$ cat config.mk
export PLATFORM = sky130hd
export DESIGN_NAME = tps_div
export DESIGN_NICKNAME = d
export VERILOG_FILES = /design/src/sv/tps_pkg.sv /design/src/sv/tps_div.sv
export SDC_FILE = /design/constraint.sdc
export NUM_CORES = 1
export LEC_CHECK = 0
export BUFFER_PORTS_ARGS = -buffer_cell sky130_fd_sc_hd__buf_2
export CAP_MARGIN = 15
export CELL_PAD_IN_SITES_DETAIL_PLACEMENT = 0
export CELL_PAD_IN_SITES_GLOBAL_PLACEMENT = 2
export CORE_MARGIN = 1.5
export CORE_UTILIZATION = 39
export CTS_CLUSTER_DIAMETER = 40
export CTS_CLUSTER_SIZE = 8
export DETAILED_ROUTE_END_ITERATION = 16
export HOLD_SLACK_MARGIN = 0.12
export PLACE_DENSITY_LB_ADDON = 0.2
export SLEW_MARGIN = 20
export SYNTH_ARGS = -nofsm -noshare
export SYNTH_HDL_FRONTEND = slang
export SYNTH_SLANG_ARGS = --single-unit
export TNS_END_PERCENT = 100
$ cat constraint.sdc
create_clock -name clk -period 9.85 [get_ports clk]
set_input_delay 0.4925 -clock clk [delete_from_list [all_inputs] [get_ports clk]]
set_output_delay 0.4925 -clock clk [all_outputs]
set_load 0.01 [all_outputs]
$ cat src/sv/tps_pkg.sv
// Package for the periodic timer scheduler.
// Holds payload structs, request/status/kind codes, the table entry layout and time compare.
// No dependencies.
package tps_pkg;

  localparam int TPS_TABLE_DEPTH = 16;
  localparam logic [63:0] TPS_INT64_MAX = 64'h7FFF_FFFF_FFFF_FFFF;

  typedef enum logic [2:0] {
    REQ_ADD_ONESHOT  = 3'd0,
    REQ_ADD_PERIODIC = 3'd1,
    REQ_CHANGE       = 3'd2,
    REQ_REMOVE       = 3'd3,
    REQ_PROCESS      = 3'd4,
    REQ_QUERY        = 3'd5
  } tps_req_t;

  typedef enum logic [1:0] {
    ST_GOOD      = 2'd0,
    ST_BAD_IVAL  = 2'd1,
    ST_FULL      = 2'd2,
    ST_NOT_FOUND = 2'd3
  } tps_status_t;

  typedef enum logic [1:0] {
    KIND_STATUS = 2'd0,
    KIND_FIRED  = 2'd1,
    KIND_NEXT   = 2'd2
  } tps_kind_t;

  typedef struct packed {
    logic [2:0]         req_type;
    logic signed [63:0] now_time;
    logic signed [63:0] time_value;
    logic               has_base;
    logic [61:0]        interval_ticks;
    logic               miss_policy;
    logic [31:0]        timer_id;
  } tps_in_t;

  typedef struct packed {
    logic [1:0]         result_kind;
    logic [1:0]         status;
    logic [31:0]        out_id;
    logic signed [63:0] next_time;
    logic               last;
  } tps_out_t;

  // One table entry as stored in RAM
  typedef struct packed {
    logic        policy;
    logic [61:0] period;
    logic [63:0] due;
    logic [31:0] id;
  } tps_entry_t;

  // Control/status between sequencer and remainder unit
  typedef struct packed {
    logic busy;
    logic done;
  } tps_div_stat_t;

  // Signed 64-bit less-than on raw bits
  function automatic logic time_lt(input logic [63:0] a, input logic [63:0] b);
    return $signed(a) < $signed(b);
  endfunction

endpackage

$ cat src/sv/tps_div.sv
// Bit-serial remainder unit: 64-bit magnitude modulo a 62-bit nonzero period.
// Depends on tps_pkg; one dividend bit per cycle.
module tps_div (
  input  logic                  clk,
  input  logic                  rst_n,
  input  logic                  start,
  input  logic [63:0]           dividend,
  input  logic [61:0]           divisor,
  output tps_pkg::tps_div_stat_t stat,
  output logic [61:0]           rem
);
  import tps_pkg::*;

  logic [63:0] dvd_r, dvd_nxt;
  logic [61:0] div_r, div_nxt;
  logic [61:0] rem_r, rem_nxt;
  logic [5:0]  cnt_r, cnt_nxt;
  logic        busy_r, busy_nxt;
  logic        done_r, done_nxt;
  logic [62:0] trial;

  always_comb begin
    dvd_nxt  = dvd_r;
    div_nxt  = div_r;
    rem_nxt  = rem_r;
    cnt_nxt  = cnt_r;
    busy_nxt = busy_r;
    done_nxt = 1'b0;
    trial    = {rem_r, dvd_r[63]};
    if (start) begin
      dvd_nxt  = dividend;
      div_nxt  = divisor;
      rem_nxt  = '0;
      cnt_nxt  = '0;
      busy_nxt = 1'b1;
    end else if (busy_r) begin
      // shift in one bit, subtract when it fits
      if (trial >= {1'b0, div_r}) begin
        trial = trial - {1'b0, div_r};
      end
      rem_nxt = trial[61:0];
      dvd_nxt = {dvd_r[62:0], 1'b0};
      cnt_nxt = cnt_r + 6'd1;
      if (cnt_r == 6'd63) begin
        busy_nxt = 1'b0;
        done_nxt = 1'b1;
      end
    end
  end

  always_ff @(posedge clk) begin
    if (!rst_n) begin
      busy_r <= 1'b0;
      done_r <= 1'b0;
      cnt_r  <= '0;
    end else begin
      busy_r <= busy_nxt;
      done_r <= done_nxt;
      cnt_r  <= cnt_nxt;
    end
    dvd_r <= dvd_nxt;
    div_r <= div_nxt;
    rem_r <= rem_nxt;
  end

  assign stat.busy = busy_r;
  assign stat.done = done_r;
  assign rem       = rem_r;

  a_done_idle: assert property (@(posedge clk) disable iff (!rst_n) done_r |-> !busy_r)
    else $error("remainder done while busy");
  a_start_busy: assert property (@(posedge clk) disable iff (!rst_n) start |=> busy_r)
    else $error("remainder unit did not start");
  a_done_after_run: assert property (@(posedge clk) disable iff (!rst_n)
    $rose(done_r) |-> $past(busy_r))
    else $error("done without a run");

endmodule

# Word-level counts from Yosys, hierarchy flattened
# Index checks and enable logic that the tools add are counted.
dict set report classes {
  reduce_logical 3
  n_addsub 2
  muxes 7
  n_eq_ne 1
  bitwise 2
  n_lt_le_gt_ge 1
}
# operator count
set ops {}
lappend ops {{$mux W64} 2}
lappend ops {{$ge A63 B62 Y1} 1}
lappend ops {{$mux W62} 1}
lappend ops {{$sub A62 B62 Y62} 1}
lappend ops {{$add A6 B1 Y6 const B} 1}
lappend ops {{$eq A6 B6 Y1 const B} 1}
lappend ops {{$mux W1} 4}
lappend ops {{$reduce_or A3 Y1} 1}
lappend ops {{$not A1 Y1} 2}
lappend ops {{$reduce_bool A2 Y1} 1}
lappend ops {{$reduce_or A2 Y1} 1}
dict set report word_totals {
  output_inout_bits 64
  inputBits 129
  word_cells 22
  reg_bits 196
}

# Depth between registers and ports, before layout
# Gate-level depths: netlist of run 1.
dict set report depth {
  depth_word 4
  depth_mapped 14
  mapped_depth_nobuf 12
}

# Least setup slack after synthesis of run 1
# No wires, ideal clock.
dict set report synth_timing {
  path_type {reg2reg}
  startpoint {reg rem_r[24], in the netlist rem[24]}
  endpoint {reg rem_r[48], in the netlist rem[48]}
  period_less_slack_ns 3.285
  setup_slack_ns 6.565
  path_stages_with_launch 14
  required_ns 9.759
  n_path_buf 3
  arrival_time_ns 3.194
  setup_time_ns 0.091
  path_cell_list {dfxtp_1 ha_1 buf_2 nand4_1 or4_1 or4b_1 o31ai_2 nor2_1 o2111ai_2 and2_4 buf_6 buf_8 o311ai_1 a311oi_1}
}
dict set report synth_via {
  elab_chain_cells 2
  word_cells_on_any_way 3
  cone_classes {add/sub: 1; order compare: 1; mux: 1}
}
# item line
set synth_rtl {}
lappend synth_rtl {{start: declaration} tps_div.sv:16} ;# logic [61:0] rem_r, rem_nxt;
lappend synth_rtl {{start signal: assignment} tps_div.sv:63} ;# rem_r <= rem_nxt;
lappend synth_rtl {{$sub A62 B62 Y62 or $ge A63 B62 Y1 (tied branches)} {tps_div.sv:39, tps_div.sv:38}}
lappend synth_rtl {{$mux W62 *} tps_div.sv:38} ;# if (trial >= {1'b0, div_r}) begin
# Mark *: on every way between the ends. The rest lies on a longest branch, timed or not.
# A chain may end at the register's enable or synchronous reset.

# Final worst setup path of run 1
dict set report layout_timing {
  startpoint {reg div_r[25]}
  endpoint {reg rem_r[58], in the netlist rem[58]}
}
dict set report layout_via {
  elab_chain_cells 2
  word_cells_on_any_way 3
  cone_classes {add/sub: 1; order compare: 1; mux: 1}
}
# item line
set layout_rtl {}
lappend layout_rtl {{start: declaration} tps_div.sv:15} ;# logic [61:0] div_r, div_nxt;
lappend layout_rtl {{start signal: assignment} tps_div.sv:62} ;# div_r <= div_nxt;
lappend layout_rtl {{$sub A62 B62 Y62 or $ge A63 B62 Y1 (tied branches)} {tps_div.sv:39, tps_div.sv:38}}
lappend layout_rtl {{$mux W62 *} tps_div.sv:38}
# Marked as above.

==> impl_metrics.env, run 1 <==
export IMPL_cts_post_setup_buffers_inserted=0
export IMPL_report_final_setup_viol=0
export IMPL_dp_hpwl_mm=24.3
export IMPL_clock_tree_htree_level_count=4
export IMPL_clock_latency_ns=0.46
export IMPL_overflow=0
export IMPL_ys_ff_latch=196
export IMPL_vdd_drop_max_uv=121
export IMPL_cts_buffers=17
export IMPL_min_period_over_period_pct=43.4
export IMPL_initial_core_util_pct=39.7
export IMPL_post_cts_resize_count=0
export IMPL_area_growth_syn_to_layout_pct=15.5
export IMPL_clk_root_buffer_cell="sky130_fd_sc_hd__clkbuf_16"
export IMPL_share_of_total_power_in_combinational_logic_pct=20.6
export IMPL_cellLeakagePower_nw=5.74
export IMPL_finalMaxSlewViolations=0
export IMPL_postRouteAntennaNets=0
export IMPL_globalRouteTotalUtil_pct=21.8
export IMPL_die_h_microns=177
export IMPL_antenna_cells_inserted=0
export IMPL_synth_flop_cell="sky130_fd_sc_hd__edfxtp_1"
export IMPL_placeableCoreArea_sq_um=29600
export IMPL_clk_path_buf_depth=2
export IMPL_internal_power_mw=1.49
export IMPL_layout_filler_cells=2989
export IMPL_share_clk_of_total_power_pct=34.0
export IMPL_power_switching_mw=0.661
export IMPL_post_route_util_pct=45.9
export IMPL_final_setup_skew_ns=0.0170
export IMPL_mappedNetlistArea_sq_um=11800
export IMPL_timing_worst_setup_path_type="reg -> reg"
export IMPL_tightest_slew_ns=0.979
export IMPL_ios=193
export IMPL_power_density_nw_per_um2=158
export IMPL_worstPathArrival_ns=4.65
export IMPL_start_kind="flip-flop"
export IMPL_drive_gt1_share_pct=22.1
export IMPL_grt_antenna_before_repair=0
export IMPL_clock_fmax_mhz=234
export IMPL_slew_headroom_pct=33.9
export IMPL_wl_mm=33.4
export IMPL_grt_pass1_wl_mm=52.4
export IMPL_cts_num_sinks=196
export IMPL_cap_violations=0
export IMPL_seq_area_frac_synth_pct=44.1
export IMPL_hp_class="in -> reg"
export IMPL_sw_share_pct=30.8
export IMPL_syn_nets=1404
export IMPL_async_set_reset_flop_share_out_of_synthesis_pct=0
export IMPL_avgViaCountPerCell=5.45
export IMPL_status="complete, no violations"
export IMPL_drc=0
export IMPL_tritoncts_clock_tree="done"
export IMPL_grt_pass1_vias=9284
export IMPL_multi_input_logic_area_sq_um=5990
export IMPL_postSynthAreaPerCell_sq_um=9.72
export IMPL_seq_power_share_pct=45.4
export IMPL_ys_warnings_count=0
export IMPL_netlist_cell_type_count=65
export IMPL_design_power_total_mw=2.15
export IMPL_globalplace_congestion=0.872
export IMPL_setup_tns_ns=0
export IMPL_synth_edff_count=126
export IMPL_first_iter_violations=680
export IMPL_drt_first_pass_iters=5
export IMPL_finalHoldViolations=0
export IMPL_cp_max_fo=47
export IMPL_rsz0062_at_grt="no"
export IMPL_placementRows=63
export IMPL_design_final_nets=1559
export IMPL_die_ar_sq_um=31200
export IMPL_seqCellArea_sq_um=5190
export IMPL_netlist_instances=1211
export IMPL_holdBufCountCts=0
export IMPL_io_buffer_count=192
export IMPL_final_min_clock_period_ns=4.28
export IMPL_place_inst=1737
export IMPL_crit_path_end_kind="flip-flop"
export IMPL_cts_clk_slew_worst_paths_ns=0.09
export IMPL_required_ns=10.22
export IMPL_fp_dieW_microns=177
export IMPL_dr_total_vias=9648
export IMPL_avgRoutedWirePerCell_microns=18.9
export IMPL_pin_count_of_the_biggest_net_entering_global_routing=89
export IMPL_instances_no_fill=1769
cell usage after synthesis (34+ instances only):
master                       n  area, sq um
sky130_fd_sc_hd__edfxtp_1  126         3780
sky130_fd_sc_hd__nand2_1   113          424
sky130_fd_sc_hd__nor2_1     94          353
sky130_fd_sc_hd__a21oi_1    84          420
sky130_fd_sc_hd__inv_1      82          308
sky130_fd_sc_hd__dfxtp_1    70         1400
sky130_fd_sc_hd__ha_1       63          788
sky130_fd_sc_hd__mux2_2     63          709
sky130_fd_sc_hd__o21ai_0    55          275
sky130_fd_sc_hd__clkbuf_1   49          184
sky130_fd_sc_hd__a211oi_1   41          308
sky130_fd_sc_hd__nand3_1    37          185
sky130_fd_sc_hd__mux2i_1    34          340
power groups by stage:
stage	logic, mW	clock network, mW	registers (mW)
4_1_cts	0.443	0.753	0.975
3_5_place_dp	0.441	0	0.993
2_1_floorplan	0.299	0	0.993
3_3_place_gp	0.441	0	0.992
5_1_grt	0.491	0.783	0.983
6_report	0.442	0.730	0.974
layout by cell type, fill, tap and decap left out, types with 10 or more instances in the layout:
cell type / count
sky130_fd_sc_hd__dfxtp_1: 69
sky130_fd_sc_hd__a211oi_1: 41
sky130_fd_sc_hd__nor2_1: 94
sky130_fd_sc_hd__nand4_1: 16
sky130_fd_sc_hd__mux2_2: 63
sky130_fd_sc_hd__o21bai_1: 13
sky130_fd_sc_hd__xor2_1: 27
sky130_fd_sc_hd__o31ai_1: 10
sky130_fd_sc_hd__nand2_1: 112
sky130_fd_sc_hd__a21o_1: 24
sky130_fd_sc_hd__mux2i_1: 34
sky130_fd_sc_hd__nor3_1: 20
sky130_fd_sc_hd__xnor2_1: 27
sky130_fd_sc_hd__and3_1: 19
sky130_fd_sc_hd__inv_1: 81
sky130_fd_sc_hd__ha_1: 63
sky130_fd_sc_hd__nand3_1: 37
sky130_fd_sc_hd__buf_2: 191
sky130_fd_sc_hd__o21ai_0: 55
sky130_fd_sc_hd__a21oi_1: 84
sky130_fd_sc_hd__o21a_1: 10
sky130_fd_sc_hd__clkbuf_16: 17
sky130_fd_sc_hd__edfxtp_1: 126
logic make-up after synthesis:
family | Yosys count | synth area share [%]
simple gates | 341 | 13.3
compound gates | 315 | 17.8
flops | 196 | 44.1
buf+inv | 144 | 5.03
mux | 97 | 8.92
fa+ha+maj | 64 | 6.87
xor+xnor | 54 | 4.02
registers in the layout, indices dropped and copies added (netlist names):
| register | flops |
|---|---|
| busy_r | 1 |
| cnt_r | 6 |
| div_r | 62 |
| done_r | 1 |
| dvd_r | 64 |
| rem | 62 |
worst max-delay path, cell delays in order, from the launching register on:
cell and delay (ns):
sky130_fd_sc_hd__edfxtp_1 0.33, sky130_fd_sc_hd__inv_1 0.04, sky130_fd_sc_hd__ha_1 0.44, sky130_fd_sc_hd__nand4_1 0.21, sky130_fd_sc_hd__or4_1 0.60, sky130_fd_sc_hd__or4b_1 0.57
sky130_fd_sc_hd__o31ai_2 0.25, sky130_fd_sc_hd__o21bai_1 0.20, sky130_fd_sc_hd__and2_4 0.76, sky130_fd_sc_hd__nand2_1 0.48, sky130_fd_sc_hd__o21ai_0 0.29
area by class of cell:
cell class	instances	share of cell area, %
clock buffers	18	3.16
clock inverters	14	1.29
inverters	82	2.26
well taps	390	3.59
multi-input cells	871	44.1
repair buffers	198	7.45
flip-flops and latches	196	38.2
stage by stage:
| stage | setup slack (ns) | hold WS (ns) | cell area [sq um] |
|---|---|---|---|
| global placement | 5.73 | 0.468 | 13000 |
| CTS | 5.60 | 0.181 | 13600 |
| detailed placement | 5.65 | 0.488 | 13000 |
| floorplan | 6.56 | 0.454 | 11800 |
| global route | 5.34 | 0.174 | 13600 |
| finish | 5.57 | 0.204 | 13600 |
path summary, 6_finish.rpt:
kind,start,end,slack (ns),cells after the start
worst max-delay path,div_r[25]$_DFFE_PP_,rem[58]$_SDFFE_PP0P_,5.57,10
worst min-delay path,divisor[59],div_r[59]$_DFFE_PP_,0.20,1
worst max register to register,div_r[25]$_DFFE_PP_,rem[58]$_SDFFE_PP0P_,5.57,10
worst min register to register,cnt_r[5]$_SDFFE_PP0P_,cnt_r[5]$_SDFFE_PP0P_,0.49,2
metal layers:
metal,global-route usage [%],wire [microns],vias up
met5,0,0,-
met4,6.04,571,0
met3,6.51,2300,29
met2,32.6,14600,258
met1,30.4,16000,4588
li1,-,-,4773
Power figures use the tool's default switching activity.
==> inputs of run 2 (changes only) <==
--- a/config.mk
+++ b/config.mk
@@ -10,7 +10,7 @@
 export CELL_PAD_IN_SITES_DETAIL_PLACEMENT = 0
 export CELL_PAD_IN_SITES_GLOBAL_PLACEMENT = 2
 export CORE_MARGIN = 1.5
-export CORE_UTILIZATION = 39
+export CORE_UTILIZATION = 36
 export CTS_CLUSTER_DIAMETER = 40
 export CTS_CLUSTER_SIZE = 8
 export DETAILED_ROUTE_END_ITERATION = 16
==> constraint.sdc (replaced) <==
create_clock -name clk -period 4.35 [get_ports clk]
set_input_delay 0.2175 -clock clk [delete_from_list [all_inputs] [get_ports clk]]
set_output_delay 0.2175 -clock clk [all_outputs]
set_load 0.01 [all_outputs]
==> impl_metrics.env, run 2 (same netlist as run 1, synthesis figures left out) <==
export IMPL_most_common_layout_cells="sky130_fd_sc_hd__buf_2, sky130_fd_sc_hd__dlygate4sd3_1, sky130_fd_sc_hd__edfxtp_1"
export IMPL_post_dp_cell_area_sq_um=13100
export IMPL_required_ns=4.65
export IMPL_largest_reg_flops=64
export IMPL_initial_core_util_pct=36.4
export IMPL_clk_root_buffer_cell="sky130_fd_sc_hd__clkbuf_16"
export IMPL_drt_first_pass_iters=5
export IMPL_report_final_setup_viol=0
export IMPL_pin_count_of_the_biggest_net_entering_global_routing=82
export IMPL_vdd_drop_max_uv=300
export IMPL_instances_no_fill=1957
export IMPL_overflow=0
export IMPL_globalRouteTotalUtil_pct=21.5
export IMPL_drive_gt1_share_pct=20.7
export IMPL_cp_depth=10
export IMPL_final_min_clock_period_ns=3.81
export IMPL_dp_hpwl_mm=25.5
export IMPL_avgViaCountPerCell=5.20
export IMPL_critPathSlowestCell="sky130_fd_sc_hd__or4_1"
export IMPL_cellLeakagePower_nw=6.31
export IMPL_setup_tns_ns=0
export IMPL_tightest_slew_ns=0.907
export IMPL_top_register="dvd_r"
export IMPL_layout_commonest_cell="sky130_fd_sc_hd__buf_2"
export IMPL_finalMaxSlewViolations=0
export IMPL_globalplace_congestion=0.870
export IMPL_rsz0062_at_grt="no"
export IMPL_postRouteAntennaNets=0
export IMPL_cap_violations=0
export IMPL_grt_pass1_vias=10079
export IMPL_first_iter_violations=617
export IMPL_die_h_microns=184
export IMPL_area_growth_syn_to_layout_pct=27.4
export IMPL_placementRows=66
export IMPL_cp_max_fo=24
export IMPL_slew_headroom_pct=39.5
export IMPL_finalHoldViolations=0
export IMPL_worstPathArrival_ns=4.11
export IMPL_antenna_cells_inserted=0
export IMPL_cts_num_sinks=196
export IMPL_placeableCoreArea_sq_um=32400
export IMPL_grt_antenna_before_repair=0
export IMPL_clock_fmax_mhz=262
export IMPL_holdBufCountCts=127
export IMPL_hp_class="in -> reg"
export IMPL_wl_mm=35.8
export IMPL_start_kind="flip-flop"
export IMPL_status="complete, no violations"
export IMPL_crit_path_end_kind="flip-flop"
export IMPL_io_buffer_count=192
export IMPL_timing_critical_path_buf_inv=1
export IMPL_cp_top_delay_family="simple AND/OR/NAND/NOR gates"
export IMPL_post_cts_resize_count=0
export IMPL_place_inst=1798
export IMPL_timing_worst_setup_path_type="reg -> reg"
export IMPL_clock_latency_ns=0.47
export IMPL_timing_hold_worst_path_depth=1
export IMPL_power_density_nw_per_um2=329
export IMPL_dr_total_vias=10169
export IMPL_min_period_over_period_pct=87.6
export IMPL_die_ar_sq_um=33800
export IMPL_avgRoutedWirePerCell_microns=18.3
export IMPL_cts_clk_slew_worst_paths_ns=0.09
export IMPL_final_setup_skew_ns=0.0211
export IMPL_clk_path_buf_depth=2
export IMPL_cts_post_setup_buffers_inserted=0
export IMPL_drc=0
export IMPL_summed_area_of_non_filler_cells_in_the_final_layout_sq_um=15000
export IMPL_holdWs_ns=0.253
export IMPL_design_final_nets=1695
export IMPL_worstPathCellList="ha_1, nand4_1, or4_1, or4b_1, o31ai_2, o21bai_1, and2_4, buf_12, mux2i_1, a211oi_1"
export IMPL_clock_tree_htree_level_count=4
export IMPL_ff_to_ff_path_depth=10
export IMPL_ios=193
export IMPL_cts_buffers=17
export IMPL_fp_dieW_microns=184
export IMPL_grt_pass1_wl_mm=56.0
export IMPL_critical_path_max_stage_delay_ns=0.60
export IMPL_tritoncts_clock_tree="done"
## run 2: changes by cell type in the layout (fill, tap and decap cells not counted), moves of 2 or more
cell                            change
sky130_fd_sc_hd__dlygate4sd3_1    +127
sky130_fd_sc_hd__buf_4              +8
sky130_fd_sc_hd__inv_8              -3
sky130_fd_sc_hd__clkinv_8           +2
## run 2: cell type report
cell class                 instances  area (sq um)
clock inverter                    14           159
multi-input combinational        871          5990
fill                            3186         17400
clock buffer                      18           429
inverter                          82           308
tap                              442           553
sequential                       196          5190
timing repair buffer             334          2360
## run 2: report_power, final
group	internal [mW]	switching, mW	total, mW
clock	0.774	0.839	1.61
combinational	0.468	0.635	1.10
sequential	2.14	0.0682	2.21
total	3.38	1.54	4.93
## run 2: worst paths after layout
path                         startpoint               endpoint  slack [ns]
setup reg to reg   rem[24]$_SDFFE_PP0P_   rem[29]$_SDFFE_PP0P_        0.54
hold / removal                    start    div_r[38]$_DFFE_PP_        0.25
setup / recovery   rem[24]$_SDFFE_PP0P_   rem[29]$_SDFFE_PP0P_        0.54
hold reg to reg   cnt_r[5]$_SDFFE_PP0P_  cnt_r[5]$_SDFFE_PP0P_        0.49
## run 2: layer usage
layer	share of wire [%]	vias to the layer above	global-route usage [%]
met1	49	4872	29.9
li1	-	5040	-
met5	0	-	0
met3	4.6	15	4.60
met2	46	242	34.4
met4	0.80	0	4.26
## run 2: per-stage QoR
| stage | setup slack (ns) | power, mW | util (%) |
|---|---|---|---|
| floorplan | 1.06 | 2.92 | - |
| global placement | 0.675 | 3.26 | 40.6 |
| detailed placement | 0.596 | 3.26 | 40.6 |
| CTS | 0.555 | 4.98 | 46.3 |
| global route | 0.273 | 5.18 | 46.3 |
| finish | 0.538 | 4.93 | 46.3 |
