### config.mk
export PLATFORM = sky130hd
export DESIGN_NAME = tps_ram
export DESIGN_NICKNAME = d
export VERILOG_FILES = /design/src/sv/tps_ram.sv
export SDC_FILE = /design/constraint.sdc
export NUM_CORES = 1
export LEC_CHECK = 0
export ABC_AREA = 1
export BUFFER_PORTS_ARGS = -buffer_cell sky130_fd_sc_hd__buf_2
export CORE_AREA = 2 2 111 113
export CTS_BUF_LIST = sky130_fd_sc_hd__clkbuf_8
export DETAILED_ROUTE_END_ITERATION = 6
export DIE_AREA = 0 0 113 115
export PLACE_DENSITY_LB_ADDON = 0.1
export SYNTH_ARGS = -nofsm -noshare
export SYNTH_HDL_FRONTEND = slang
export SYNTH_SLANG_ARGS = --single-unit
### constraint.sdc
create_clock -name clk -period 1.2 [get_ports clk]
set_clock_uncertainty 0.05 [all_clocks]
set_input_delay 0.12 -clock clk [delete_from_list [all_inputs] [get_ports clk]]
set_output_delay 0.12 -clock clk [all_outputs]
set_load 0.01 [all_outputs]
### src/sv/tps_ram.sv
// Generic single-write, single-read RAM with registered read data.
// No dependencies.
module tps_ram #(
  parameter int WIDTH = 8,
  parameter int DEPTH = 16
) (
  input  logic                     clk,
  input  logic                     we,
  input  logic [$clog2(DEPTH)-1:0] waddr,
  input  logic [WIDTH-1:0]         wdata,
  input  logic [$clog2(DEPTH)-1:0] raddr,
  output logic [WIDTH-1:0]         rdata
);

  logic [WIDTH-1:0] mem [DEPTH];
  logic [WIDTH-1:0] rdata_r;

  always_ff @(posedge clk) begin
    if (we) begin
      mem[waddr] <= wdata;
    end
    rdata_r <= mem[raddr];
  end

  assign rdata = rdata_r;

endmodule

**After elaboration in Yosys (flattened, before gate mapping)**

Memories as Yosys holds them, arrays and structs flattened. A register that Yosys moved wholly into a read port is not among the register bits.
Index checks and enable logic that the tools add are counted.

- Memories kept: 1
- Bits of input ports: 18
- Output and inout port bits: 8
- Register bits after elaboration: 0
- Bits in writable memories: 128

- Multiplexer cells: 2

Memories:

| memory | depth | width | read ports | clocked after Yosys merged registers in | wr ports | line | source |
|---|---|---|---|---|---|---|---|
| mem | 16 | 8 | 1 | 1 | 1 | 15 | `logic [WIDTH-1:0] mem [DEPTH];` |

Operators by type and width:

| operator | count |
|---|---|
| $mux W1 | 2 |

**Depth between registers and ports, before layout**

Gate-level depths: netlist (run 1).

- Depth in word-level cells: 2
- Gate-level depth with buffers: 8
- Mapped depth without buffers: 7

**Worst setup path before layout (run 1)**

Ideal clock, no wire load.

- Path kind: input to register
- Start: input waddr[3]
- End: memory mem[4][0], enable pin
- Required time: 780 ps
- Setup time: 370 ps
- Cell stages on the path: 2
- Buffers on the path: 0
- Slack: 79 ps
- Arrival time: 701 ps
- Cell sequence: nand3b_1 > nor2_1

RTL lines:

| element | line | source |
|---|---|---|
| from (decl) | 9 | `input logic [$clog2(DEPTH)-1:0] waddr,` |
| to (decl) | 15 |  |

No word-level cell before the write port.

==> results of run 1 <==
[layout make-up]
class,instances,area (µm²)
Multi-Input combinational cell,289,1214
Sequential cell,136,4004
Inverter,102,382.9
Tap cell,147,183.9
Clock inverter,15,207.7
Timing Repair Buffer,56,447.9
Clock buffer,17,234.0
Fill cell,1034,5137
[worst register-to-register path: stages (launching register included)]
cell,delay (ps)
edfxtp_1,380
inv_1,60
nand2_1,40
nand3_1,90
nand3_1,90
nand3_1,150
nand2_1,80
[what timing repair did]
action / CTS / global route
setup endpoints to repair: 0 / 0
endpoints found under the hold margin: 2 / 0
hold buffers: 1 / 0
[through the flow]
stage          std cells  instance area [µm²]  utilization  hold slack (ps)
6_report             762                 6674       0.5650            23.87
5_1_grt              762                 6674       0.5650            26.63
4_1_cts              762                 6674       0.5650            4.541
3_5_place_dp         729                 6222       0.5268            431.1
3_3_place_gp         729                 6222       0.5268            430.3
2_1_floorplan        551                 5767            -            168.9
[routing by layer]
metal | wire length (µm) | vias to the layer above | share of wire
li1 | - | 1872 | -
met1 | 5718 | 1826 | 0.45
met2 | 5846 | 105 | 0.46
met3 | 788 | 23 | 0.063
met4 | 242 | 0 | 0.019
met5 | 0 | - | 0
[cells by family (layout without fill, tap and decap cells)]
| logic type | count (synthesis) | count (layout) |
|---|---|---|
| buffers and inverters | 126 | 190 |
| DFF | 136 | 136 |
| and+or+nand+nor | 289 | 289 |
[cells in the mapped netlist, drive strengths merged]
| cell | count | share of area |
|---|---|---|
| nand3b | 2 | 0.0026 |
| edfxtp | 128 | 0.67 |
| inv | 102 | 0.066 |
| nand3 | 97 | 0.084 |
| buf | 24 | 0.029 |
| nor2 | 17 | 0.011 |
| dfxtp | 8 | 0.028 |
| nand2 | 173 | 0.11 |
[path summary, 6_finish.rpt]
| check | from | end | depth (start not counted) |
|---|---|---|---|
| worst max-delay path | raddr[2] | rdata[6] | 7 |
| worst min-delay path | wdata[3] | mem[1][3] | 1 |
| worst max register to register | mem[1][6] | rdata[6] | 6 |
| worst min register to register | mem[12][5] | rdata[5] | 6 |
[flip-flops by register name, summed over array words and instances, names as in the netlist]
signal / flops
mem: 128
rdata: 8
[cells in the final DEF, fill, tap and decap left out]
| cell type | netlist | routed |
|---|---|---|
| clkinvlp_4 | 0 | 2 |
| bufinv_16 | 0 | 5 |
| buf_12 | 0 | 7 |
| dfxtp_1 | 8 | 8 |
| dlygate4sd3_1 | 0 | 1 |
| clkinv_4 | 0 | 2 |
| nand3_1 | 97 | 97 |
| buf_4 | 4 | 23 |
| nand2_1 | 173 | 173 |
| nor2_1 | 17 | 17 |
| edfxtp_1 | 128 | 128 |
| clkinv_1 | 0 | 4 |
| clkbuf_8 | 0 | 17 |
| clkinv_2 | 0 | 2 |
| buf_2 | 13 | 25 |
| inv_2 | 2 | 2 |
| inv_1 | 100 | 100 |
| nand3b_1 | 2 | 2 |
[power by group through the flow]
stage | sequential (W) | combinational (W) | clock, W
2_1_floorplan | 0.00545 | 0.000375 | 0
3_3_place_gp | 0.00544 | 0.000682 | 0
3_5_place_dp | 0.00544 | 0.000694 | 0
4_1_cts | 0.00533 | 0.000699 | 0.00421
5_1_grt | 0.00534 | 0.000777 | 0.00441
6_report | 0.00533 | 0.000692 | 0.00412
==> summary.md, run 1 <==
| Metric | Value |
|---|---|
| Longest Clk Path Bufs | `2` |
| GRT Overall Usage | `0.2106` |
| Setup TNS | `0 ps` |
| Synth unique cells | `12` |
| Vias per cell | `5.021` |
| Pwr per Cell Area | `1521 mW/mm²` |
| Syn_nets | `569` |
| Tightest Hold Check Type | `input pin to flop` |
| Pwr Total | `0.01015 W` |
| Core Footprint | `0.01181 mm²` |
| Initial DRC count | `369` |
| ANT nets after route | `0` |
| Mapped Cells | `551` |
| First-pass DRT Iterations | `7` |
| I/O Pins | `26` |
| Initial antenna violation count | `0` |
| Die footprint | `0.01300 mm²` |
| NetSw | `0.002171 W` |
| Max Cap Viol | `0` |
| Fmax | `894.6 MHz` |
| Worst EP arrival | `1400 ps` |
| CP Capture Type | `flop` |
| Main combinational cell family by area after synthesis | `simple AND/OR/NAND/NOR gates` |
| Fin worst setup slack | `82.16 ps` |
| Vias in the first global route | `3821` |
| FF+latch count, synth | `136` |
| Hold Fails Final Rpt | `0` |
| CP Max Fanout | `16` |
| Simple-Gate Fraction of Synth Area | `0.2105` |
| Syn Area/Cell | `10.47 µm²` |
| Register area share after synthesis | `0.6943` |
| CTS tree | `done` |
| Initial Utilization | `0.4882` |
| H-tree depth | `4` |
| Setup repair bufs after CTS | `0` |
| Worst EP required | `1480 ps` |
| Share of layout cells above drive strength 1 | `0.1382` |
| Worst skew pair latency | `440 ps` |
| Total number of vias | `3826` |
| Synth warn | `0` |
| Slowest stage delay, CP | `540 ps` |
| GP Congestion | `0.8417` |
| Unrepaired setup endpoints after global routing | `false` |
| Logic pwr share | `0.068` |
| Synth-to-layout area growth | `15.73%` |
| Routing usage on met1 | `0.2835` |
| Routing usage on met3 | `0.04375` |
| Grt ovf | `0` |
| Slowest library cell on the worst path | `dlygate4sd3_1` |
| Routed wire length | `12600 µm` |
| Synth Area in Compound Gates | `0` |
| Power share of the clock group | `0.406` |
| Root buf cell | `clkbuf_8` |
| Die Width | `113 µm` |
| Gr busiest metal | `met2` |
| Post-Synth XOR/XNOR Area | `0` |
| Reg2reg setup slack | `160 ps` |
| Post-Place Worst Slack | `-23.11 ps` |
| Antenna fix cells | `0` |
| Static leakage | `2.922 nW` |
| CP Buf/Inv Count | `4` |
| Worst setup SP type | `input pin` |
| Max-slew headroom | `0.7567` |
| WL/cell | `16.53 µm` |
| Final #Nets | `620` |
| Port bufs | `25` |
| Failing checks | `DRC` |
| Crit path cell chain | `dlygate4sd3_1 -> buf_2 -> inv_1 -> buf_12 -> nand3_1 -> nand3_1 -> nand2_1` |
| Row cnt | `40` |
| Worst VDD drop | `0.7292 mV` |
| Tmin final | `1118 ps` |
| WS Path Type | `input pin to flop` |
| First-pass GRT wire length | `20190 µm` |
| Setup-failing EPs final | `0` |
| Clk sink count | `136` |
| Sequential power share | `0.525` |
| Mux share of post-synthesis cell area | `0` |
| CP delay by family, top | `buffers and inverters` |
| Slew @ Worst Pin | `364.9 ps` |
| Adder-cell share of the synthesized area | `0` |
| Post-DP HPWL | `7992 µm` |
| Internal power | `0.007977 W` |
| Die Y | `115 µm` |
| Switching Fraction | `0.2140` |
| CP dominant cell by count | `nand3_1` |
| DRC | `1` |
| Mapped Area | `0.005767 mm²` |
| Total CTS buffers | `17` |
| Final Max Slew Viols | `0` |
| Largest net degree at the start of global routing | `65` |
| Post-CTS Resized | `0` |
| Status | `finished with violations` |
| Grt met2 use | `0.3389` |
| Tcrit/Tclk final | `0.9315` |
| CTS clk-pin slew, worst paths | `70 ps` |
No activity file was read; power rests on OpenSTA's default activity.
==> run 2, diff against run 1 <==
--- a/config.mk
+++ b/config.mk
@@ -12,6 +12,7 @@
 export DETAILED_ROUTE_END_ITERATION = 6
 export DIE_AREA = 0 0 113 115
 export PLACE_DENSITY_LB_ADDON = 0.1
+export RECOVER_POWER = 50
 export SYNTH_ARGS = -nofsm -noshare
 export SYNTH_HDL_FRONTEND = slang
 export SYNTH_SLANG_ARGS = --single-unit
==> constraint.sdc (replaced) <==
create_clock -name clk -period 1 [get_ports clk]
set_clock_uncertainty 0.05 [all_clocks]
set_input_delay 0.1 -clock clk [delete_from_list [all_inputs] [get_ports clk]]
set_output_delay 0.1 -clock clk [all_outputs]
set_load 0.01 [all_outputs]
==> run 2 against run 1 <==
Effect of this change: the flow finishes with violations (DRC, setup timing); sequential power rose by 20%; cell count down 0.13%; worst hold slack better by 46 ps; wire length grew 2.2%; register-to-register slack lost 160 ps; global-route usage is 0.44 points higher; via count fell by 1.9%; critical path depth decreased by 6; worst setup slack got worse by 120 ps; first-iteration DRC count shrank 27%; critical endpoint is now rdata[7]; largest cell class unchanged; largest power group unchanged.
==> summary.md, run 2 (synthesis results as in run 1) <==
| Metric | Value |
|---|---|
| Worst skew pair latency | `440 ps (about the same)` |
| CP delay by family, top | `flip-flops` |
| Initial Utilization | `0.4882 (unchanged)` |
| Die footprint | `0.01300 mm² (unchanged)` |
| Largest reg by FF count | `mem` |
| Tcrit/Tclk final | `1.041` |
| Final #Nets | `619 (-0.16%)` |
| Worst EP required | `850 ps (-630 ps)` |
| First-pass GRT wire length | `20280 µm (+0.45%)` |
| CP Max Fanout | `1 (-15)` |
| Status | `finished with violations` |
| Cell count after placement | `728 (-0.14%)` |
| I/O Pins | `26 (unchanged)` |
| CP Capture Type | `output pin` |
| Worst EP arrival | `890 ps (-510 ps)` |
| First-pass DRT Iterations | `6 (-1)` |
| Routed wire length | `12880 µm (+2.2%)` |
| Fin worst setup slack | `-40.62 ps (-122.8 ps)` |
| GP Congestion | `0.8562 (+1.7%)` |
| CTS tree | `done` |
| Crit path cell chain | `buf_6` |
| WL/cell | `16.92 µm (+2.4%)` |
| Port bufs | `25 (unchanged)` |
| Reg2reg setup slack | `0 ps (-160 ps)` |
| Finished Core Util | `0.5802 (+0.01515)` |
| GRT Overall Usage | `0.2150 (+0.004423)` |
| Die Width | `113 µm (unchanged)` |
| CTS clk-pin slew, worst paths | `70 ps (about the same)` |
| Total CTS buffers | `17 (unchanged)` |
| Hold Fails Final Rpt | `0 (unchanged)` |
| Share of layout cells above drive strength 1 | `0.2134 (+0.07514)` |
| Slew @ Worst Pin | `935.1 ps (+570.2 ps)` |
| Slowest library cell on the worst path | `dfxtp_2` |
| WS Path Type | `flop to output pin` |
| Post-DP HPWL | `8006 µm (+0.18%)` |
| Total number of vias | `3752 (-1.9%)` |
| Clk sink count | `136 (unchanged)` |
| Grt ovf | `0 (unchanged)` |
| Root buf cell | `clkbuf_8` |
| Max Cap Viol | `0 (unchanged)` |
| Synth-to-layout area growth | `18.83%` |
| Longest Clk Path Bufs | `2 (unchanged)` |
| Pwr per Cell Area | `1694 mW/mm² (+11%)` |
| H-tree depth | `4 (unchanged)` |
| Commonest non-fill, non-tap cell in the layout | `nand2_1` |
| Row cnt | `40 (unchanged)` |
| Setup-failing EPs final | `8 (+8)` |
| Failing checks | `DRC, setup timing` |
| Unrepaired setup endpoints after global routing | `true` |
| Max-slew headroom | `0.3766 (-0.3801)` |
| Tightest Hold Check Type | `input pin to flop` |
| Pwr Total | `0.01161 W (+14%)` |
| Slowest stage delay, CP | `350 ps (-190 ps)` |
| Worst VDD drop | `1.136 mV (+56%)` |
| Worst setup SP type | `flop` |
| ANT nets after route | `0 (unchanged)` |
| Final Max Slew Viols | `0 (unchanged)` |
| Vias in the first global route | `3694 (-3.3%)` |
| Non-Filler Instances | `761 (-0.13%)` |
| Fmax | `961.0 MHz` |
| Vias per cell | `4.930 (-1.8%)` |
| Antenna fix cells | `0 (unchanged)` |
| Post-Place Worst Slack | `-242.5 ps (-219.4 ps)` |
| Tmin final | `1041 ps` |
| Initial antenna violation count | `0 (unchanged)` |
| Largest net degree at the start of global routing | `40 (-38%)` |
| Static leakage | `2.991 nW (+2.4%)` |
| WHS | `69.74 ps (+45.87 ps)` |
| Setup repair bufs after CTS | `0 (unchanged)` |
| Commonest cells after routing, fill and taps aside | `nand2_1, edfxtp_1, inv_1` |
| Die Y | `115 µm (unchanged)` |
| Core Footprint | `0.01181 mm² (unchanged)` |
| Max FFs per register | `128 (unchanged)` |
| CP Buf/Inv Count | `1 (-3)` |
| DRC | `3 (+2)` |
| Initial DRC count | `271 (-27%)` |
[run 2: path summary, 6_finish.rpt]
kind / startpoint / end / depth (start not counted)
min reg2reg: mem[11][3] / rdata[3] / 6
min: raddr[3] / rdata[5] / 4
max reg2reg: mem[3][4] / rdata[4] / 6
max: rdata[7] / rdata[7] / 1
[run 2: layout make-up]
type | count | area [µm²]
inverters | 102 | 382.9
fillers | 1042 | 4959
repair buffers | 55 | 426.7
well taps | 147 | 183.9
clock buffers | 20 | 275.3
flip-flops and latches | 136 | 4008
multi-input cells | 289 | 1476
clock inverters | 12 | 100.1
[run 2: timing repair]
item                                    CTS  global route
gates cloned                              0             0
endpoints found under the setup margin   16            16
gates resized for setup                  26            32
pin swaps                                 7            23
hold buffers                              1             0
hold endpoints to repair                  2             0
[run 2: where the power goes]
group          switching [W]  total, W  internal (W)
clock network        0.00192   0.00426       0.00233
logic               0.000622  0.000942      0.000320
registers          0.0000373   0.00641       0.00637
[run 2: through the flow]
step | setup TNS (ps) | instance area [µm²]
finish | -127.9 | 6853
global route | -875.2 | 6853
global placement | -16940 | 6217
detailed placement | -18850 | 6217
CTS | -446.5 | 6725
floorplan | -8036 | 5782
[run 2: per-layer routing]
layer  vias up  global-route usage  share of wire  wire [µm]
li1       1867                   -              -          -
met1      1792              0.2997           0.46       5884
met2        81              0.3357           0.48       6213
met3        12             0.05482          0.049        630
met4         0             0.06829          0.011        147
met5         -                   0              0          0
==> run 3, diff against run 2 <==
--- a/config.mk
+++ b/config.mk
@@ -7,10 +7,10 @@
 export LEC_CHECK = 0
 export ABC_AREA = 1
 export BUFFER_PORTS_ARGS = -buffer_cell sky130_fd_sc_hd__buf_2
-export CORE_AREA = 2 2 111 113
+export CORE_AREA = 2 2 85 148
 export CTS_BUF_LIST = sky130_fd_sc_hd__clkbuf_8
 export DETAILED_ROUTE_END_ITERATION = 6
-export DIE_AREA = 0 0 113 115
+export DIE_AREA = 0 0 87 150
 export PLACE_DENSITY_LB_ADDON = 0.1
 export RECOVER_POWER = 50
 export SYNTH_ARGS = -nofsm -noshare
==> run 3 against run 2 <==
Effect of this change: register-to-register slack worse by 20 ps; worst hold slack worse by 31 ps; cell count is 1.1% lower; fmax is 0.24% lower; sequential power hardly changed; sequential share of layout area is 1.4 points lower; critical path depth stayed put; via count is 2.3% higher; global-route usage is 0.84 points higher; critical endpoint is now rdata[3]; combinational power is 3.2% higher; clock power is 28% higher; the flow finishes with violations (setup timing); highest routed layer unchanged.
==> summary.md, run 3 (synthesis results as in run 1) <==
| Metric | Value |
|---|---|
| First-pass GRT wire length | `20680 µm (+2.0%)` |
| Final Max Slew Viols | `0 (unchanged)` |
| Hold Buf Count CTS | `0 (-1)` |
| Post-Place Worst Slack | `-231.3 ps (+11.16 ps)` |
| WS Path Type | `flop to output pin` |
| Logic pwr share | `0.076 (-0.005)` |
| Slowest stage delay, CP | `360 ps (about the same)` |
| Setup repair bufs after CTS | `0 (unchanged)` |
| Synth-to-layout area growth | `21.83%` |
| Fmax | `958.7 MHz (-0.24%)` |
| Setup-failing EPs final | `7 (-1)` |
| Total CTS buffers | `17 (unchanged)` |
| Commonest cells after routing, fill and taps aside | `nand2_1, edfxtp_1, inv_1` |
| Power share of the clock group | `0.425 (+0.058)` |
| ANT nets after route | `0 (unchanged)` |
| Initial antenna violation count | `0 (unchanged)` |
| Worst skew pair latency | `420 ps (-20 ps)` |
| Max FFs per register | `128 (unchanged)` |
| Hold Crit Depth | `4 (unchanged)` |
| Pwr per Cell Area | `1828 mW/mm² (+7.9%)` |
| Root buf cell | `clkbuf_8` |
| Port bufs | `25 (unchanged)` |
| Vias in the first global route | `3822 (+3.5%)` |
| Commonest non-fill, non-tap cell in the layout | `nand2_1` |
| Routed wire length | `13690 µm (+6.3%)` |
| GP Congestion | `0.8386 (-2.1%)` |
| Tmin final | `1043 ps (+2.494 ps)` |
| Worst EP arrival | `890 ps (about the same)` |
| Largest net degree at the start of global routing | `61 (+53%)` |
| DRC | `0 (-3)` |
| Row cnt | `53 (+33%)` |
| Internal power | `0.01010 W (+12%)` |
| Unrepaired setup endpoints after global routing | `true` |
| WHS | `38.73 ps (-31.01 ps)` |
| Total number of vias | `3837 (+2.3%)` |
| Reg area | `0.004010 mm² (about the same)` |
| CTS clk-pin slew, worst paths | `80 ps (about the same)` |
| Max Cap Viol | `0 (unchanged)` |
| FF-to-FF path depth | `6 (unchanged)` |
| CP Depth | `1 (unchanged)` |
| Die Y | `150 µm (+30%)` |
| GRT Overall Usage | `0.2234 (+0.008357)` |
| Static leakage | `3.050 nW (+2.0%)` |
| Hold Fails Final Rpt | `0 (unchanged)` |
| Die Width | `87 µm (-23%)` |
| Initial DRC count | `225 (-17%)` |
| Longest Clk Path Bufs | `2 (unchanged)` |
| Antenna fix cells | `0 (unchanged)` |
| Worst VDD drop | `1.407 mV (+24%)` |
| Die footprint | `0.01305 mm² (+0.42%)` |
| Multi-input logic area | `0.001486 mm² (+0.68%)` |
| Slowest library cell on the worst path | `dfxtp_2` |
| Worst EP required | `850 ps (about the same)` |
| Slew @ Worst Pin | `963.2 ps (+28.10 ps)` |
| Max-slew headroom | `0.3579 (-0.01873)` |
| First-pass DRT Iterations | `5 (-1)` |
| CTS tree | `done` |
| Core Footprint | `0.01187 mm² (+0.50%)` |
| NetSw | `0.002740 W (+6.1%)` |
| Clk sink count | `136 (unchanged)` |
| Worst setup SP type | `flop` |
| Tightest Hold Check Type | `input pin to flop` |
| Crit path cell chain | `buf_6` |
| Status | `finished with violations` |
| FILL cells | `1016 (-2.5%)` |
| CP Buf/Inv Count | `1 (unchanged)` |
| Initial Utilization | `0.4858 (-0.002419)` |
| Largest reg by FF count | `mem` |
| Grt ovf | `0 (unchanged)` |
| Share of layout cells above drive strength 1 | `0.2403 (+0.02690)` |
| I/O Pins | `26 (unchanged)` |
| Failing checks | `setup timing` |
| H-tree depth | `4 (unchanged)` |
| Post-DP HPWL | `8754 µm (+9.3%)` |
| Switching Fraction | `0.2134 (-0.009078)` |
| Final #Nets | `621 (+0.32%)` |
| WL/cell | `18.18 µm (+7.4%)` |
| Vias per cell | `5.096 (+3.4%)` |
| Fin worst setup slack | `-43.12 ps (-2.494 ps)` |
| Sequential power share | `0.500 (-0.052)` |
| CP delay by family, top | `flip-flops` |
| Tcrit/Tclk final | `1.043 (+0.002494)` |
| CP Max Fanout | `1 (unchanged)` |
| CP Capture Type | `output pin` |
-- run 3: layout make-up --
class                   count  area share
flip-flops and latches    136      0.5708
multi-input cells         289      0.2116
repair buffers             57     0.06750
inverters                 102     0.05450
clock buffers              23     0.04506
clock inverters             9     0.02618
well taps                 137     0.02440
-- run 3: metal layers --
metal,part of all wire,global-route usage,vias to the layer above,wire length [µm]
li1,-,-,1876,-
met1,0.38,0.2643,1834,5242
met2,0.55,0.3809,99,7485
met3,0.033,0.03971,28,446
met4,0.037,0.1172,0,513
met5,0,0,-,0
-- run 3: worst min-delay path: cells and delay by family --
kind	cells	cell delay, ps
buffers and inverters	2	250
AND/OR/NAND/NOR	2	130
-- run 3: timing repair --
item	CTS	global route
endpoints found under the hold margin	0	0
setup endpoints to repair	15	16
resized for setup	23	41
pin swaps	5	19
-- run 3: power groups by stage --
stage	Sequential, W	Clock [W]	Combinational [W]
global route	0.00643	0.00578	0.00106
floorplan	0.00654	0	0.000454
CTS	0.00641	0.00554	0.000918
global placement	0.00653	0	0.000857
detailed placement	0.00653	0	0.000868
finish	0.00642	0.00545	0.000972
-- run 3: stage by stage --
step,setup TNS (ps),cells,area [µm²],util,power (W)
floorplan,-8036,551,5782,-,0.006994
global placement,-16950,721,6240,0.5257,0.007384
detailed placement,-17870,721,6240,0.5257,0.007399
CTS,-340.4,753,6845,0.5767,0.01287
global route,-776.1,753,7025,0.5919,0.01327
finish,-115.2,753,7025,0.5919,0.01284
-- run 3: final timing paths --
path	start	to	slack (ps)
worst min-delay path	raddr[3]	rdata[3]	40
worst max register to register	mem[10][4]	rdata[4]	-20
worst min register to register	mem[15][6]	rdata[6]	630
worst max-delay path	rdata[3]	rdata[3]	-40
